## src/rtl/core/crtb_pkg.sv

```systemverilog
// Shared types and constants for the cascaded reload timer bank.
// Depends on nothing; imported by the timer cell, the top level and the checker.
`timescale 1ns / 1ps

package crtb_pkg;

  // Field widths fixed by the bus format.
  localparam int unsigned REQ_W    = 3;
  localparam int unsigned CH_W     = 2;
  localparam int unsigned DATA_W   = 16;
  localparam int unsigned FLAG_W   = 4;
  localparam int unsigned PSC_W    = 10;
  localparam int unsigned SEL_W    = 2;
  localparam int unsigned IN_USER_W  = REQ_W + CH_W;
  localparam int unsigned OUT_DATA_W = DATA_W + 2 * FLAG_W;

  // Control word bit positions.
  localparam int unsigned CTL_CASCADE_BIT = 2;
  localparam int unsigned CTL_IRQ_BIT     = 6;
  localparam int unsigned CTL_ENABLE_BIT  = 7;

  localparam logic [DATA_W-1:0] COUNT_MAX = 16'hFFFF;

  // Bus request codes.
  typedef enum logic [REQ_W-1:0] {
    REQ_TICK        = 3'd0,
    REQ_WR_RELOAD   = 3'd1,
    REQ_WR_CONTROL  = 3'd2,
    REQ_RD_COUNTER  = 3'd3,
    REQ_RD_CONTROL  = 3'd4
  } crtb_req_t;

  // Broadcast from the decoder to every cell.
  typedef struct packed {
    logic              tick;
    logic              wr_reload;
    logic              wr_control;
    logic [DATA_W-1:0] wdata;
  } crtb_cell_ctrl_t;

  // Status a cell shows to the decoder and to its neighbor.
  typedef struct packed {
    logic              ovf;
    logic              irq;
    logic [DATA_W-1:0] count;
    logic [DATA_W-1:0] ctrl_word;
  } crtb_cell_stat_t;

  // Last prescaler count before the timer advances: divisor minus one.
  function automatic logic [PSC_W-1:0] prescale_limit(input logic [SEL_W-1:0] sel);
    logic [PSC_W-1:0] lim;
    case (sel)
      2'd1:    lim = 10'd63;
      2'd2:    lim = 10'd255;
      2'd3:    lim = 10'd1023;
      default: lim = 10'd0;
    endcase
    return lim;
  endfunction

endpackage

```

## src/rtl/core/crtb_cell.sv

```systemverilog
// One 16-bit reload timer of the bank with its prescaler and control bits.
// Depends on crtb_pkg; the top level chains cells through the overflow signal.
`timescale 1ns / 1ps

module crtb_cell
  import crtb_pkg::*;
(
  input  logic            clk,
  input  logic            rst_n,
  input  crtb_cell_ctrl_t ctrl,
  input  logic            addr_hit,
  input  logic            cascade_in,
  output crtb_cell_stat_t stat
);

  logic [DATA_W-1:0] count_r, count_nxt;
  logic [DATA_W-1:0] reload_r, reload_nxt;
  logic [SEL_W-1:0]  psel_r, psel_nxt;
  logic              cascade_r, cascade_nxt;
  logic              irq_en_r, irq_en_nxt;
  logic              run_r, run_nxt;
  logic [PSC_W-1:0]  psc_r, psc_nxt;

  logic [PSC_W-1:0]  psc_lim;
  logic              psc_hit;
  logic              inc;
  logic              ovf;

  // Decide whether this tick advances the counter.
  always_comb begin
    psc_lim = prescale_limit(psel_r);
    psc_hit = (psc_r >= psc_lim);
    inc     = 1'b0;
    psc_nxt = psc_r;
    if (ctrl.tick && run_r) begin
      if (cascade_r) begin
        inc = cascade_in;
      end else if (psel_r == '0) begin
        inc = 1'b1;
      end else if (psc_hit) begin
        inc     = 1'b1;
        psc_nxt = '0;
      end else begin
        psc_nxt = psc_r + 1'b1;
      end
    end
    ovf = inc && (count_r == COUNT_MAX);
  end

  // Counter, reload and control register updates.
  always_comb begin
    count_nxt   = count_r;
    reload_nxt  = reload_r;
    psel_nxt    = psel_r;
    cascade_nxt = cascade_r;
    irq_en_nxt  = irq_en_r;
    run_nxt     = run_r;
    if (inc) begin
      count_nxt = ovf ? reload_r : count_r + 1'b1;
    end
    if (ctrl.wr_reload && addr_hit) begin
      reload_nxt = ctrl.wdata;
    end
    if (ctrl.wr_control && addr_hit) begin
      psel_nxt    = ctrl.wdata[SEL_W-1:0];
      cascade_nxt = ctrl.wdata[CTL_CASCADE_BIT];
      irq_en_nxt  = ctrl.wdata[CTL_IRQ_BIT];
      run_nxt     = ctrl.wdata[CTL_ENABLE_BIT];
      // Starting a stopped timer loads it from the reload value.
      if (ctrl.wdata[CTL_ENABLE_BIT] && !run_r) begin
        count_nxt = reload_r;
      end
    end
  end

  always_ff @(posedge clk) begin
    if (!rst_n) begin
      count_r   <= '0;
      reload_r  <= '0;
      psel_r    <= '0;
      cascade_r <= 1'b0;
      irq_en_r  <= 1'b0;
      run_r     <= 1'b0;
      psc_r     <= '0;
    end else begin
      count_r   <= count_nxt;
      reload_r  <= reload_nxt;
      psel_r    <= psel_nxt;
      cascade_r <= cascade_nxt;
      irq_en_r  <= irq_en_nxt;
      run_r     <= run_nxt;
      psc_r     <= psc_nxt;
    end
  end

  // Status toward the decoder and the next cell.
  always_comb begin
    stat.ovf       = ovf;
    stat.irq       = ovf && irq_en_r;
    stat.count     = count_r;
    stat.ctrl_word = '0;
    stat.ctrl_word[SEL_W-1:0]       = psel_r;
    stat.ctrl_word[CTL_CASCADE_BIT] = cascade_r;
    stat.ctrl_word[CTL_IRQ_BIT]     = irq_en_r;
    stat.ctrl_word[CTL_ENABLE_BIT]  = run_r;
  end

endmodule

```

## src/rtl/core/cascaded_reload_timer_bank.sv

```systemverilog
// Bank of chained 16-bit reload timers behind a streaming request channel.
// A result is registered and appears in the cycle after its request transfer.
// Throughput: one request per cycle while no result is stalled; overflow ripples through the cell chain within it.
// The output register frees up whenever its result transfers, so a stalled result blocks input.
// Reset (rst_n low, synchronous) clears every timer register and empties the output register.
// Depends on crtb_pkg and crtb_cell.
`timescale 1ns / 1ps

module cascaded_reload_timer_bank
  import crtb_pkg::*;
#(
  parameter int unsigned NUM_TIMERS = 4
) (
  input  logic                  clk,
  input  logic                  rst_n,
  input  logic                  in_tvalid,
  output logic                  in_tready,
  input  logic [DATA_W-1:0]     in_tdata,   // wdata[15:0]
  input  logic [IN_USER_W-1:0]  in_tuser,   // req_type[2:0], channel[4:3]
  output logic                  out_tvalid,
  input  logic                  out_tready,
  output logic [OUT_DATA_W-1:0] out_tdata   // rdata[15:0], overflow_flags[19:16], irq_flags[23:20]
);

  crtb_req_t         req;
  logic [CH_W-1:0]   chan;
  logic              in_xfer;
  crtb_cell_ctrl_t   ctrl;
  crtb_cell_stat_t   stat [NUM_TIMERS];
  logic [NUM_TIMERS-1:0] hit;
  logic [NUM_TIMERS-1:0] casc;

  logic [DATA_W-1:0] rdata;
  logic [FLAG_W-1:0] ovf_flags;
  logic [FLAG_W-1:0] irq_flags;

  logic                  out_valid_r, out_valid_nxt;
  logic [OUT_DATA_W-1:0] out_data_r, out_data_nxt;

  assign req       = crtb_req_t'(in_tuser[REQ_W-1:0]);
  assign chan      = in_tuser[IN_USER_W-1:REQ_W];
  assign in_tready = rst_n && (!out_valid_r || out_tready);
  assign in_xfer   = in_tvalid && in_tready;

  // Request decode broadcast to all cells.
  always_comb begin
    ctrl.tick       = 1'b0;
    ctrl.wr_reload  = 1'b0;
    ctrl.wr_control = 1'b0;
    ctrl.wdata      = in_tdata;
    if (in_xfer) begin
      case (req)
        REQ_TICK:       ctrl.tick       = 1'b1;
        REQ_WR_RELOAD:  ctrl.wr_reload  = 1'b1;
        REQ_WR_CONTROL: ctrl.wr_control = 1'b1;
        default:        ;
      endcase
    end
  end

  // Timer chain: each cell sees the overflow of the one before it.
  for (genvar i = 0; i < NUM_TIMERS; i++) begin : g_cell
    assign hit[i] = (32'(chan) == i);
    if (i == 0) begin : g_head
      assign casc[i] = 1'b0;
    end else begin : g_link
      assign casc[i] = stat[i-1].ovf;
    end
    crtb_cell u_cell (
      .clk        (clk),
      .rst_n      (rst_n),
      .ctrl       (ctrl),
      .addr_hit   (hit[i]),
      .cascade_in (casc[i]),
      .stat       (stat[i])
    );
  end

  // Flag fields carry only the first timers of the bank.
  for (genvar i = 0; i < FLAG_W; i++) begin : g_flag
    if (i < NUM_TIMERS) begin : g_live
      assign ovf_flags[i] = stat[i].ovf;
      assign irq_flags[i] = stat[i].irq;
    end else begin : g_none
      assign ovf_flags[i] = 1'b0;
      assign irq_flags[i] = 1'b0;
    end
  end

  // Read data: AND-OR select over the addressed cell.
  always_comb begin
    rdata = '0;
    for (int i = 0; i < NUM_TIMERS; i++) begin
      if (hit[i]) begin
        if (req == REQ_RD_COUNTER) begin
          rdata = rdata | stat[i].count;
        end else if (req == REQ_RD_CONTROL) begin
          rdata = rdata | stat[i].ctrl_word;
        end
      end
    end
  end

  // Output register; loads on each request transfer.
  always_comb begin
    out_valid_nxt = out_valid_r;
    out_data_nxt  = out_data_r;
    if (out_valid_r && out_tready) begin
      out_valid_nxt = 1'b0;
    end
    if (in_xfer) begin
      out_valid_nxt = 1'b1;
      out_data_nxt  = {irq_flags, ovf_flags, rdata};
    end
  end

  always_ff @(posedge clk) begin
    if (!rst_n) begin
      out_valid_r <= 1'b0;
    end else begin
      out_valid_r <= out_valid_nxt;
    end
  end

  always_ff @(posedge clk) begin
    out_data_r <= out_data_nxt;
  end

  assign out_tvalid = out_valid_r;
  assign out_tdata  = out_data_r;

endmodule

```

## config.mk

```make
export PLATFORM = sky130hd
export DESIGN_NAME = cascaded_reload_timer_bank
export DESIGN_NICKNAME = d
export VERILOG_FILES = /design/src/rtl/core/crtb_pkg.sv /design/src/rtl/core/crtb_cell.sv /design/src/rtl/core/cascaded_reload_timer_bank.sv
export SDC_FILE = /design/constraint.sdc
export NUM_CORES = 1
export LEC_CHECK = 0
export ABC_AREA = 1
export BUFFER_PORTS_ARGS = -buffer_cell sky130_fd_sc_hd__buf_2
export CAP_MARGIN = 40
export CORE_ASPECT_RATIO = 0.9
export CORE_UTILIZATION = 55
export CTS_CLUSTER_DIAMETER = 60
export CTS_CLUSTER_SIZE = 24
export DETAILED_ROUTE_END_ITERATION = 8
export PLACE_DENSITY_LB_ADDON = 0.2
export SLEW_MARGIN = 30
export SYNTH_ARGS = -nofsm -noshare
export SYNTH_HDL_FRONTEND = slang
export SYNTH_SLANG_ARGS = --single-unit
```

## constraint.sdc

```tcl
create_clock -name clk -period 3.85 [get_ports clk]
set_input_delay 0.385 -clock clk [delete_from_list [all_inputs] [get_ports clk]]
set_output_delay 0.385 -clock clk [all_outputs]
set_load 0.01 [all_outputs]
```

# --- Word-level counts from Yosys, hierarchy flattened ---
# Index checks and enable logic that the tools add are counted.
# W data, S select, Z words.
word_totals:
  regBits: 213
  latchBits: 0
  mem_bits_rw: 0
  rom_bits: 0
  inputBits: 25
  out_inout_bits: 26
  wordCells: 181
  mem_count: 0
classes:
  addsub: 8
  n_mul: 0
  n_div: 0
  order_cmp: 4
  eq_ne: 23
  shifts: 0
  mux: 58
  bitwise: 14
  n_reduce_logical: 44
op_table:
  columns: ["operator", "n"]
  rows:
  - ["$mux W16", 27]
  - ["$pmux W10 S3", 4]
  - ["$add A16 B1 Y16 const B", 4]
  - ["$eq A16 B16 Y1 const B", 4]
  - ["$or A16 B16 Y16", 3]
  - ["$or A16 B8 Y16", 3]
  - ["$add A10 B1 Y10 const B", 4]
  - ["$ge A10 B10 Y1", 4]
  - ["$mux W10", 4]
  - ["$logic_and A1 B1 Y1", 27]
  - ["$mux W1", 21]
  - ["$eq A2 B2 Y1 const B", 10]
  - ["$reduce_and A3 Y1", 4]
  - ["$eq A2 B1 Y1 const B", 5]
  - ["$logic_not A2 Y1", 5]
  - ["$mux W8", 1]
  - ["$not A1 Y1", 8]
  - ["$eq A3 B2 Y1 const B", 2]
  - ["$logic_not A1 Y1", 5]
  - ["$eq A3 B1 Y1 const B", 1]
  - ["$eq A3 B3 Y1 const B", 1]
  - ["$logic_not A3 Y1", 1]
  - ["$mux W3", 1]
  - ["$reduce_bool A2 Y1", 1]
  - ["$logic_or A1 B1 Y1", 1]

# --- Logic depth before layout (Yosys ltp) ---
# Gate-level depths: netlist of the first run.
logic_depth:
  ltp_word: 21
  ltp_mapped: 19
  ltp_nobuf: 18

# --- By module ---
# A second synthesis of the first run with hierarchy kept.
hier_totals:
  hier_cells: 2301
  hier_area_um2: 14413.8
modules_own_cells:
  columns: ["mod", "instances", "cells_each", "area_per_inst_um2", "seq_area_each_um2"]
  rows:
  - ["crtb_cell (g_cell[0].u_cell ...)", 3, 483, 3041.7, 940.9]
  - ["crtb_cell (g_cell[3].u_cell)", 1, 469, 2991.6, 940.9]
  - ["cascaded_reload_timer_bank", 1, 383, 2297.2, 740.7]

# --- Least setup slack after synthesis of the first run ---
# No wires, ideal clock.
synth_timing:
  path_type: "register to register"
  from: "register g_cell[1].u_cell.psel_r[0]"
  to: "register g_cell[2].u_cell.count_r[11]"
  setup_ns: 0.074
  arrival_time_ns: 2.247
  required_time_ns: 3.776
  setup_slack_ns: 1.529
  path_stages_with_launch: 13
  n_path_buf: 1
  period_less_slack_ns: 2.321
  cell_sequence: "dfxtp_1 > nor2_1 > ha_1 > a21oi_1 > o21ai_0 > a21oi_1 > nand4_1 > nand4_2 > nand2_2 > nand2_2 > clkbuf_1 > nand2_1 > a31oi_1"
synth_between:
  elab_chain_cells: 15
  word_cells_on_any_way: 18
  cone_classes: "1 x order compare; 3 x eq/ne; 11 x mux; 3 x reduce/logical"
synth_rtl:
  columns: ["element", "line_no", "text"]
  rows:
  - ["from (decl)", "crtb_cell.sv:18", "logic [SEL_W-1:0] psel_r, psel_nxt;"]
  - ["from (signal assigned)", "crtb_cell.sv:88", "psel_r <= psel_nxt;"]
  - ["$eq A2 B2 Y1 or $eq A2 B1 Y1 (tied branches)", "crtb_pkg.sv:52", "case (sel)"]
  - ["$pmux W10 S3", "crtb_pkg.sv:52", null]
  - ["$ge A10 B10 Y1", "crtb_cell.sv:32", "psc_hit = (psc_r >= psc_lim);"]
  - ["$mux W1", "crtb_cell.sv:40", "end else if (psc_hit) begin"]
  - ["$mux W1 *", "crtb_cell.sv:38", "end else if (psel_r == '0) begin"]
  - ["$mux W1 *", "crtb_cell.sv:36", "if (cascade_r) begin"]
  - ["$mux W1 *", "crtb_cell.sv:35", "if (ctrl.tick && run_r) begin"]
  - ["$logic_and A1 B1 Y1 *", "crtb_cell.sv:47", "ovf = inc && (count_r == COUNT_MAX);"]
  - ["$mux W1 *", "crtb_cell.sv:36", null]
  - ["$mux W1 *", "crtb_cell.sv:35", null]
  - ["$logic_and A1 B1 Y1", "crtb_cell.sv:47", null]
  - ["$mux W16", "crtb_cell.sv:59", "count_nxt = ovf ? reload_r : count_r + 1'b1;"]
  - ["$mux W16 *", "crtb_cell.sv:58", "if (inc) begin"]
  - ["$mux W16", "crtb_cell.sv:70", "if (ctrl.wdata[CTL_ENABLE_BIT] && !run_r) begin"]
  - ["$mux W16 *", "crtb_cell.sv:64", "if (ctrl.wr_control && addr_hit) begin"]
  - ["to (signal assigned)", "crtb_cell.sv:86", "count_r <= count_nxt;"]
  - ["to (decl)", "crtb_cell.sv:16", "logic [DATA_W-1:0] count_r, count_nxt;"]
# Mark *: on every way between the ends. The rest lies on a longest branch, timed or not.
# A chain may end at the register's enable or synchronous reset.

# --- Worst setup path in the final report of the first run ---
layout_timing:
  from: "register g_cell[0].u_cell.psel_r[0]"
  to: "register g_cell[1].u_cell.count_r[14]"
layout_between:
  elab_chain_cells: 15
  word_cells_on_any_way: 18
  cone_classes: "1 x order compare; 3 x eq/ne; 11 x mux; 3 x reduce/logical"
layout_rtl:
  columns: ["element", "line_no"]
  rows:
  - ["from (decl)", "crtb_cell.sv:18"]
  - ["from (signal assigned)", "crtb_cell.sv:88"]
  - ["$eq A2 B2 Y1 or $eq A2 B1 Y1 (tied branches)", "crtb_pkg.sv:52"]
  - ["$pmux W10 S3", "crtb_pkg.sv:52"]
  - ["$ge A10 B10 Y1", "crtb_cell.sv:32"]
  - ["$mux W1", "crtb_cell.sv:40"]
  - ["$mux W1 *", "crtb_cell.sv:38"]
  - ["$mux W1 *", "crtb_cell.sv:36"]
  - ["$mux W1 *", "crtb_cell.sv:35"]
  - ["$logic_and A1 B1 Y1 *", "crtb_cell.sv:47"]
  - ["$mux W1 *", "crtb_cell.sv:36"]
  - ["$mux W1 *", "crtb_cell.sv:35"]
  - ["$logic_and A1 B1 Y1", "crtb_cell.sv:47"]
  - ["$mux W16", "crtb_cell.sv:59"]
  - ["$mux W16 *", "crtb_cell.sv:58"]
  - ["$mux W16", "crtb_cell.sv:70"]
  - ["$mux W16 *", "crtb_cell.sv:64"]
  - ["to (signal assigned)", "crtb_cell.sv:86"]
  - ["to (decl)", "crtb_cell.sv:16"]
# Marks and branches as above.

==> run summary, run 1 <==
The critical path's largest stage delay is 0.46 ns. STA puts the critical path data required time at 4.25 ns. The post-synthesis average cell area is 7.191 um2. Across the run, the number of max-cap violations was 0.

In this run the tightest slew margin relative to its limit is 48.20%. Broken down by cell family, the worst path's largest delay share belongs to simple AND/OR/NAND/NOR gates. The floorplan step set the die height to 140.5 um. The core area is 20830 um2. The internal power came out at 0.003303 W. The number of sinks handled by clock tree synthesis is 213.

The pre-antenna-repair detailed-routing pass consisted of 6 iterations. The cell area after technology mapping came out at 11710 um2. Synthesis handed over a netlist of 1629 instances. Static timing analysis puts the maximum clock frequency at 0.3336 GHz. The first-pass GRT wire length is 50960 um. By instance count, the cell type seen most on the critical path is sky130_fd_sc_hd__nand2_1.

The count of standard-cell rows came out at 50. Across every metal layer, demand over resource in global routing totals 29.47%. The fraction of synthesis flops using an asynchronous set or reset pin is 0%. In this run the static leakage power is 5.159 nW. In this run, the clock network consumes 44.7% of the power. The flow ran to the end, and the final reports show no timing, DRC or antenna violations. Summed over all instances, the cell type with the most area after synthesis is sky130_fd_sc_hd__dfxtp_1. For the pin with the worst max-slew slack, the measured transition is 0.7762 ns. The via count of the first global-routing pass came out at 9900. The global placement routability congestion came out at 0.9585. The I/O pin total came out at 51.

Port buffering added 50 buffers. TritonCTS built the clock tree. The total number of nets in the final design is 1717. The maximum fanout along the worst path is 16.

The largest net degree at the start of global routing came out at 75. Registers are responsible for 50.8% of the overall power. The flop-to-flop setup slack is 0.85 ns.

The period utilization is 77.87%. The largest individual stage delay along the critical path comes from the cell sky130_fd_sc_hd__o21ai_4. The antenna cell count came out at 0. The share of Yosys cell area claimed by the top area cell type came out at 32.30%.

The maximum number of buffers from clock root to sink came out at 3. The fraction of layout cells with a size suffix above 1 is 9.874%. The number of buffers inserted during clock tree synthesis came out at 19. The switching power of the nets is 0.001160 W. The detail-routed net length per standard cell is 16.38 um.

The critical path arrival came out at 3.39 ns. The detailed-route vias per instance came out at 5.578. The final worst clock skew came out at 0.02228 ns. The count of final hold-check violations was 0. The count of hold-fix buffers inserted at cts is 0. Once the floorplan was initialized, standard cells occupied 56.23% of the core. The kind of start point of the critical path is a flip-flop.

The switching share of power came out at 25.99%. The post-route setup TNS is 0 ns. The net count after synthesis is 1697. In the post-synthesis netlist, the biggest area contributors are sky130_fd_sc_hd__dfxtp_1 (32%), sky130_fd_sc_hd__nand2_1 (7.4%), sky130_fd_sc_hd__inv_1 (6.6%). The core occupancy in the finished layout came out at 61.28%. The count of yosys warnings during synthesis is 0. The power density normalized to cell area is 349.6 nW/um2. The H-tree level count is 1. Buffers added to address setup during post-CTS repair amount to 0. The die footprint came out at 21890 um2.

After synthesis, flip-flops and latches occupy 38.45% of the total area. By startpoint and endpoint, the worst setup path is classified as reg2reg. The number of failing setup endpoints in the final timing report came out at 0. The fraction of power consumed by combinational cells came out at 4.5%.

By count the netlist is led by sky130_fd_sc_hd__nand2_1 (230), sky130_fd_sc_hd__inv_1 (207), sky130_fd_sc_hd__nor2_1 (206). The worst supply voltage drop on vdd is 0.2861 mV. The buffering stage count on the worst path with inverters included came out at 2. The number of different library cells used by synthesis comes to 57. Among all cell types in the netlist, the one instantiated most often is sky130_fd_sc_hd__nand2_1. The half-perimeter wire length after placement came out at 22600 um. The path class of the tightest hold or removal check is in2reg.

For the finished layout, the period the worst path requires is 2.998 ns. The source-to-sink clock delay at the later pin of the worst-skew pair came out at 0.51 ns. The number of flip-flops and latches in the synthesized netlist came out at 213. The number of routed nets with antenna violations is 0. In this run, post-CTS repair resized a total of 0 instances. The root buffer cell is sky130_fd_sc_hd__clkbuf_16. Walking the worst path, the cells encountered are nand2_1 > ha_1 > nand2_1 > nor2_1 > nand2_1 > nor2_1 > nand3_1 > nand3_2 > nand3_2 > nand2_2 > nand3_4 > o21ai_4 > inv_2 > o211ai_1 > inv_1. Wires add up to 31890 um. For this run, the leading register cell type out of synthesis is sky130_fd_sc_hd__dfxtp_1.

The final count of pins violating max slew is 0. The chip width is 155.8 um. The iteration-0 DRC count of the detailed router came out at 967.

Setup repair after global routing left no endpoint under its margin. The number of remaining DRC errors came out at 0. The post-CTS clock slew at the launch and capture registers of the worst setup and hold paths is 0.09 ns. The number of antenna violations at the first check in global routing is 1. From synthesis to final layout, the design area changed by 8.983%. The detailed-route via count is 10860. The overall overflow remaining after global route is 0. In this run, synthesis inferred 24 flip-flops with an integrated enable. The worst setup path is captured at a flip-flop. The number of filler cells placed in the layout came out at 1933.
==> metrics by stage <==
stage	setup WS (ns)	area (um2)	instances	hold slack (ns)	total power, W
after floorplan	1.529	11710	1629	0.4238	0.002430
after global placement	0.9141	12120	1914	0.4398	0.002513
after detailed placement	0.8927	12120	1914	0.4448	0.002516
after CTS	0.8734	12770	1947	0.1829	0.004485
after global routing	0.5228	12770	1947	0.2164	0.004587
final	0.8522	12770	1947	0.1971	0.004462
==> layer usage <==
metal | global-route usage [%] | vias up | wire (um)
met4 | 12.07 | 0 | 1217
li1 | - | 5487 | -
met5 | 0 | - | 0
met2 | 45.98 | 376 | 13860
met1 | 39.49 | 4927 | 14120
met3 | 6.281 | 70 | 2694
==> final cells by class <==
type / instances / area [um2] / share of cell area [%]
timing repair buffer: 57 / 305.3 / 2.391
inverter: 238 / 894.6 / 7.008
tap: 286 / 357.8 / 2.803
clock inverter: 12 / 156.4 / 1.225
clock buffer: 21 / 493.0 / 3.862
multi-input combinational: 1120 / 6055 / 47.43
sequential: 213 / 4504 / 35.28
==> power by group through the flow <==
| stage | Clock, W | Combinational, W | Sequential [W] |
|---|---|---|---|
| 6_report | 0.00199 | 0.000202 | 0.00227 |
| 5_1_grt | 0.00210 | 0.000220 | 0.00227 |
| 4_1_cts | 0.00202 | 0.000198 | 0.00227 |
| 3_5_place_dp | 0 | 0.000197 | 0.00232 |
| 3_3_place_gp | 0 | 0.000194 | 0.00232 |
| 2_1_floorplan | 0 | 0.000107 | 0.00232 |
==> cell usage in the layout, fill, tap and decap left out, types with 5 or more instances in the layout <==
master and n:
sky130_fd_sc_hd__clkinv_8 5, sky130_fd_sc_hd__o22ai_1 21, sky130_fd_sc_hd__clkbuf_16 19, sky130_fd_sc_hd__a31oi_1 22, sky130_fd_sc_hd__edfxtp_1 24, sky130_fd_sc_hd__a211oi_1 8, sky130_fd_sc_hd__nor3_1 27, sky130_fd_sc_hd__dfxtp_1 189
sky130_fd_sc_hd__inv_2 27, sky130_fd_sc_hd__buf_4 8, sky130_fd_sc_hd__nor3_2 9, sky130_fd_sc_hd__inv_1 206, sky130_fd_sc_hd__o21ai_1 30, sky130_fd_sc_hd__nor3b_1 8, sky130_fd_sc_hd__nand4_1 16, sky130_fd_sc_hd__nor4_1 6
sky130_fd_sc_hd__buf_2 49, sky130_fd_sc_hd__a221oi_1 11, sky130_fd_sc_hd__nand2_1 230, sky130_fd_sc_hd__xor2_1 35, sky130_fd_sc_hd__o211ai_1 22, sky130_fd_sc_hd__nor2_1 206, sky130_fd_sc_hd__xnor2_1 6, sky130_fd_sc_hd__nor2_2 9
sky130_fd_sc_hd__ha_1 43, sky130_fd_sc_hd__nand2_2 8, sky130_fd_sc_hd__nand3_1 65, sky130_fd_sc_hd__a21oi_1 139, sky130_fd_sc_hd__o21ai_0 154
==> path summary, 6_finish.rpt <==
kind / from / endpoint / depth (start not counted)
worst max-delay path: g_cell[0].u_cell.psel_r[0] / g_cell[1].u_cell.count_r[14] / 15
worst min-delay path: in_tdata[7] / g_cell[3].u_cell.run_r / 3
worst max register to register: g_cell[0].u_cell.psel_r[0] / g_cell[1].u_cell.count_r[14] / 15
worst min register to register: g_cell[1].u_cell.reload_r[0] / g_cell[1].u_cell.count_r[0] / 2
==> registers in the layout, indices dropped and copies added (netlist names) <==
signal,flops
g_cell.u_cell.count_r,64
g_cell.u_cell.reload_r,64
g_cell.u_cell.psc_r,40
out_tdata,24
g_cell.u_cell.psel_r,8
g_cell.u_cell.cascade_r,4
g_cell.u_cell.irq_en_r,4
g_cell.u_cell.run_r,4
out_tvalid,1
==> logic make-up (layout without fill, tap and decap cells) <==
family,Yosys count,count (layout),synth area share [%]
DFF,213,213,38.45
buffers and inverters,296,328,9.891
xor gates and xnor gates,41,41,3.066
and+or+nand+nor,606,606,23.46
adders and majority gates,43,43,4.593
AOI/OAI and AO/OA,430,430,20.54
==> worst reg2reg max path, cell delays in order (launching register included) <==
cell                       delay [ns]
sky130_fd_sc_hd__dfxtp_1         0.43
sky130_fd_sc_hd__nand2_1         0.13
sky130_fd_sc_hd__ha_1            0.33
sky130_fd_sc_hd__nand2_1         0.06
sky130_fd_sc_hd__nor2_1          0.13
sky130_fd_sc_hd__nand2_1         0.06
sky130_fd_sc_hd__nor2_1          0.11
sky130_fd_sc_hd__nand3_1         0.12
sky130_fd_sc_hd__nand3_2         0.10
sky130_fd_sc_hd__nand3_2         0.14
sky130_fd_sc_hd__nand2_2         0.14
sky130_fd_sc_hd__nand3_4         0.22
sky130_fd_sc_hd__o21ai_4         0.47
sky130_fd_sc_hd__inv_2           0.19
sky130_fd_sc_hd__o211ai_1        0.20
sky130_fd_sc_hd__inv_1           0.05
(Power assumes the default switching activity.)
==> run 2: changes to the inputs <==
clock period = 3 ns   (was 3.85 ns; I/O delays follow)
==> run 2 against run 1 <==
- combinational power increased by 30%
- non-clock buffer count up 18
- die area unchanged
- largest power group unchanged
- critical path depth fell by 3
- first-iteration DRC count decreased by 4.2%
- via count is 1.1% higher
- hold slack worse by 0.075 ns
- sequential share of layout area fell by 0.16 points
==> run summary, run 2 (synthesis results as in run 1) <==
The post-CTS setup repair buffer count is 0 (unchanged). The startpoint of the lowest-slack register-to-register path was g_cell[1].u_cell.count_r[1] (was g_cell[0].u_cell.psel_r[0]). The post-CTS clock slew at the launch and capture registers of the worst setup and hold paths came out at 0.08 ns (was 0.09 ns). The power after layout was 0.005463 W (was 0.004462 W). The count of max-cap constraint violations is 0 (unchanged). The routed wire length on met3 is 2267 um (was 2694 um). The period utilization is 92.00% (was 77.87%). The kind of critical path was reg2reg (unchanged). The CTS tree is yes (unchanged). The number of failing setup endpoints in the final timing report came out at 0 (unchanged).

The clock period minus final worst setup slack is 2.760 ns (was 2.998 ns). The total global-route track usage came out at 29.53% (was 29.47%). The number of sinks handled by clock tree synthesis is 213 (unchanged).

The final count of pins violating max slew came to 0 (unchanged). Cell-by-cell trace of the critical path: ha_1 > nand3_1 > nor2_1 > nand3_1 > nor4b_2 > buf_4 > nand4_2 > nand2_2 > nand3_4 > nand2_4 > nand2_1 > nor3_1 (was nand2_1 > ha_1 > nand2_1 > nor2_1 > nand2_1 > nor2_1 > nand3_1 > nand3_2 > nand3_2 > nand2_2 > nand3_4 > o21ai_4 > inv_2 > o211ai_1 > inv_1). The total number of nets in the final design is 1733 (was 1717). The kind of start point of the critical path is a flip-flop (unchanged). The number of routed nets with antenna violations was 0 (unchanged).

The first-pass GRT wire length came out at 51080 um (was 50960 um). The post-place setup slack is 0.1291 ns (was 0.8927 ns). The starting density of the core came to 56.23% (unchanged). The type of the most critical hold path is in2reg (unchanged).

The critical path arrival came out at 3.10 ns (was 3.39 ns). The most frequent cell on the critical path is sky130_fd_sc_hd__nand3_1 (was sky130_fd_sc_hd__nand2_1). The hold slack is 0.1222 ns (was 0.1971 ns).

The kind of capture point of the worst setup path is a flip-flop (unchanged). The half-perimeter wire length after placement came out at 23140 um (was 22600 um). The number of input and output port buffers inserted is 50 (unchanged). Run status: finished, final reports clean (unchanged). The critical path's largest stage delay came out at 0.45 ns (was 0.46 ns). The detailed-route via count is 10980 (was 10860). The cell with the largest stage delay on the worst path is sky130_fd_sc_hd__dfxtp_1 (was sky130_fd_sc_hd__o21ai_4). The number of antenna violations at the first check in global routing is 0 (was 1). The timing-limited maximum frequency is 0.3623 GHz (was 0.3336 GHz). The uppermost layer routed is met4 (unchanged).

The maximum number of buffers from clock root to sink is 3 (unchanged). The amount of wire on met2 after detailed routing came out at 14200 um (was 13860 um). Top Registers: g_cell.u_cell.count_r (64), g_cell.u_cell.reload_r (64), g_cell.u_cell.psc_r (40) (unchanged). The I/O pin total is 51 (unchanged). The via count of the first global-routing pass came out at 9732 (was 9900).

Commonest cells after routing, fill and taps aside: sky130_fd_sc_hd__nand2_1 (230), sky130_fd_sc_hd__inv_1 (207), sky130_fd_sc_hd__nor2_1 (204), sky130_fd_sc_hd__dfxtp_1 (189), sky130_fd_sc_hd__o21ai_0 (154) (was sky130_fd_sc_hd__nand2_1 (230), sky130_fd_sc_hd__inv_1 (206), sky130_fd_sc_hd__nor2_1 (206), sky130_fd_sc_hd__dfxtp_1 (189), sky130_fd_sc_hd__o21ai_0 (154)). The count of final hold-check violations is 0 (unchanged). The worst min-delay path startpoint was in_tdata[7] (unchanged).

The commonest non-fill, non-tap cell in the layout is sky130_fd_sc_hd__nand2_1 (unchanged). The final worst clock skew is 0.01827 ns (was 0.02228 ns). The iteration-0 DRC count of the detailed router is 926 (was 967). The number of filler cells placed in the layout came out at 1938 (was 1933). The count of hold-fix buffers inserted at cts came out at 0 (unchanged). The fraction of layout cells with a size suffix above 1 came out at 10.81% (was 9.874%). The largest net degree at the start of global routing is 90 (was 75).

The post-route setup TNS is 0 ns (unchanged). The routed wire length came to 32190 um (was 31890 um). The number of gates resized after CTS is 0 (unchanged). The worst supply voltage drop on vdd was 0.4657 mV (was 0.2861 mV). The data required time of the worst path is 3.34 ns (was 4.25 ns).

The power density normalized to cell area came out at 426.0 nW/um2 (was 349.6 nW/um2). The chip height was 140.5 um (unchanged). The number of remaining DRC errors is 0 (unchanged).

The static leakage was 5.211 nW (was 5.159 nW). The area overhead of the layout relative to synthesis is 9.474% (was 8.983%). The root buffer cell is sky130_fd_sc_hd__clkbuf_16 (unchanged).

The die footprint was 21890 um2 (unchanged). The least setup slack across all paths after layout is 0.2399 ns (was 0.8522 ns). The flop-to-flop setup slack is 0.24 ns (was 0.85 ns). The detail-routed net length per standard cell is 16.42 um (was 16.38 um). The source-to-sink clock delay at the later pin of the worst-skew pair is 0.50 ns (was 0.51 ns). The antenna cell count came out at 0 (unchanged). The H-tree level count is 1 (unchanged).

The maximum fanout along the worst path came out at 33 (was 16). The chip width came out at 155.8 um (unchanged). The overall overflow remaining after global route came to 0 (unchanged). The core area came to 20830 um2 (unchanged). The count of standard-cell rows came out at 50 (unchanged). The length of the first detailed-routing pass in iterations is 5 (was 6). The global placement routability congestion came to 0.9302 (was 0.9585). The detailed-route vias per instance is 5.601 (was 5.578). The total routed wire length on the met1 layer was 14610 um (was 14120 um). The number of buffers inserted during clock tree synthesis came out at 17 (was 19).

The end of the worst register-to-register path is out_tdata[23] (was g_cell[1].u_cell.count_r[14]). Setup repair after global routing missed its margin: no (unchanged). The normalized max-slew margin is 45.46% (was 48.20%).

The cell depth of the worst min-delay path came to 3 (unchanged). The slew of the pin with the lowest slew margin was 0.8181 ns (was 0.7762 ns). The depth of the most critical reg-to-reg path came out at 12 (was 15). The worst min-delay path endpoint is g_cell[3].u_cell.run_r (unchanged).
-- run 2: layer usage --
metal / GRT usage (%) / vias to the layer above
li1: - / 5525
met1: 40.98 / 5046
met2: 46.83 / 338
met3: 4.579 / 74
met4: 9.598 / 0
met5: 0 / -
-- run 2: through the flow --
stage,std cells,utilization [%],area (um2)
final,1961,61.56,12820
after floorplan,1629,-,11710
after global placement,1931,58.77,12240
after detailed placement,1931,58.77,12240
after CTS,1960,61.39,12790
after global routing,1961,61.56,12820
-- run 2: power breakdown --
part,switching (W),total (W),internal (W)
logic,0.000193,0.000263,0.0000709
registers,0.0000121,0.00291,0.00290
clock network,0.00117,0.00229,0.00112
-- run 2: worst max path at each step --
stage | from | to | slack (ns) | cells past startpoint
floorplan | g_cell[1].u_cell.psel_r[0] | g_cell[2].u_cell.count_r[11] | 0.68 | 12
global placement | g_cell[1].u_cell.count_r[1] | out_tdata[23] | 0.14 | 12
detailed placement | g_cell[1].u_cell.count_r[1] | out_tdata[23] | 0.13 | 12
CTS | g_cell[1].u_cell.count_r[1] | out_tdata[23] | 0.11 | 12
global route | g_cell[0].u_cell.psel_r[0] | g_cell[0].u_cell.count_r[9] | 0.01 | 17
finish | g_cell[1].u_cell.count_r[1] | out_tdata[23] | 0.24 | 12
-- run 2: cell type report --
| type | instances | area, um2 | area share (%) |
|---|---|---|---|
| Tap cell | 286 | 357.8 | 2.791 |
| Clock buffer | 18 | 439.2 | 3.425 |
| Inverter | 238 | 897.1 | 6.996 |
| Timing Repair Buffer | 75 | 447.9 | 3.493 |
| Multi-Input combinational cell | 1120 | 6071 | 47.34 |
| Clock inverter | 11 | 106.4 | 0.8294 |
| Sequential cell | 213 | 4504 | 35.13 |
-- run 2: critical path: cells and delay by family, from the launching register on --
kind,cells,cell delay [ns]
flip-flops,1,0.45
buffers and inverters,1,0.18
adder cells (fa/ha/maj),1,0.21
AND/OR/NAND/NOR,10,1.75
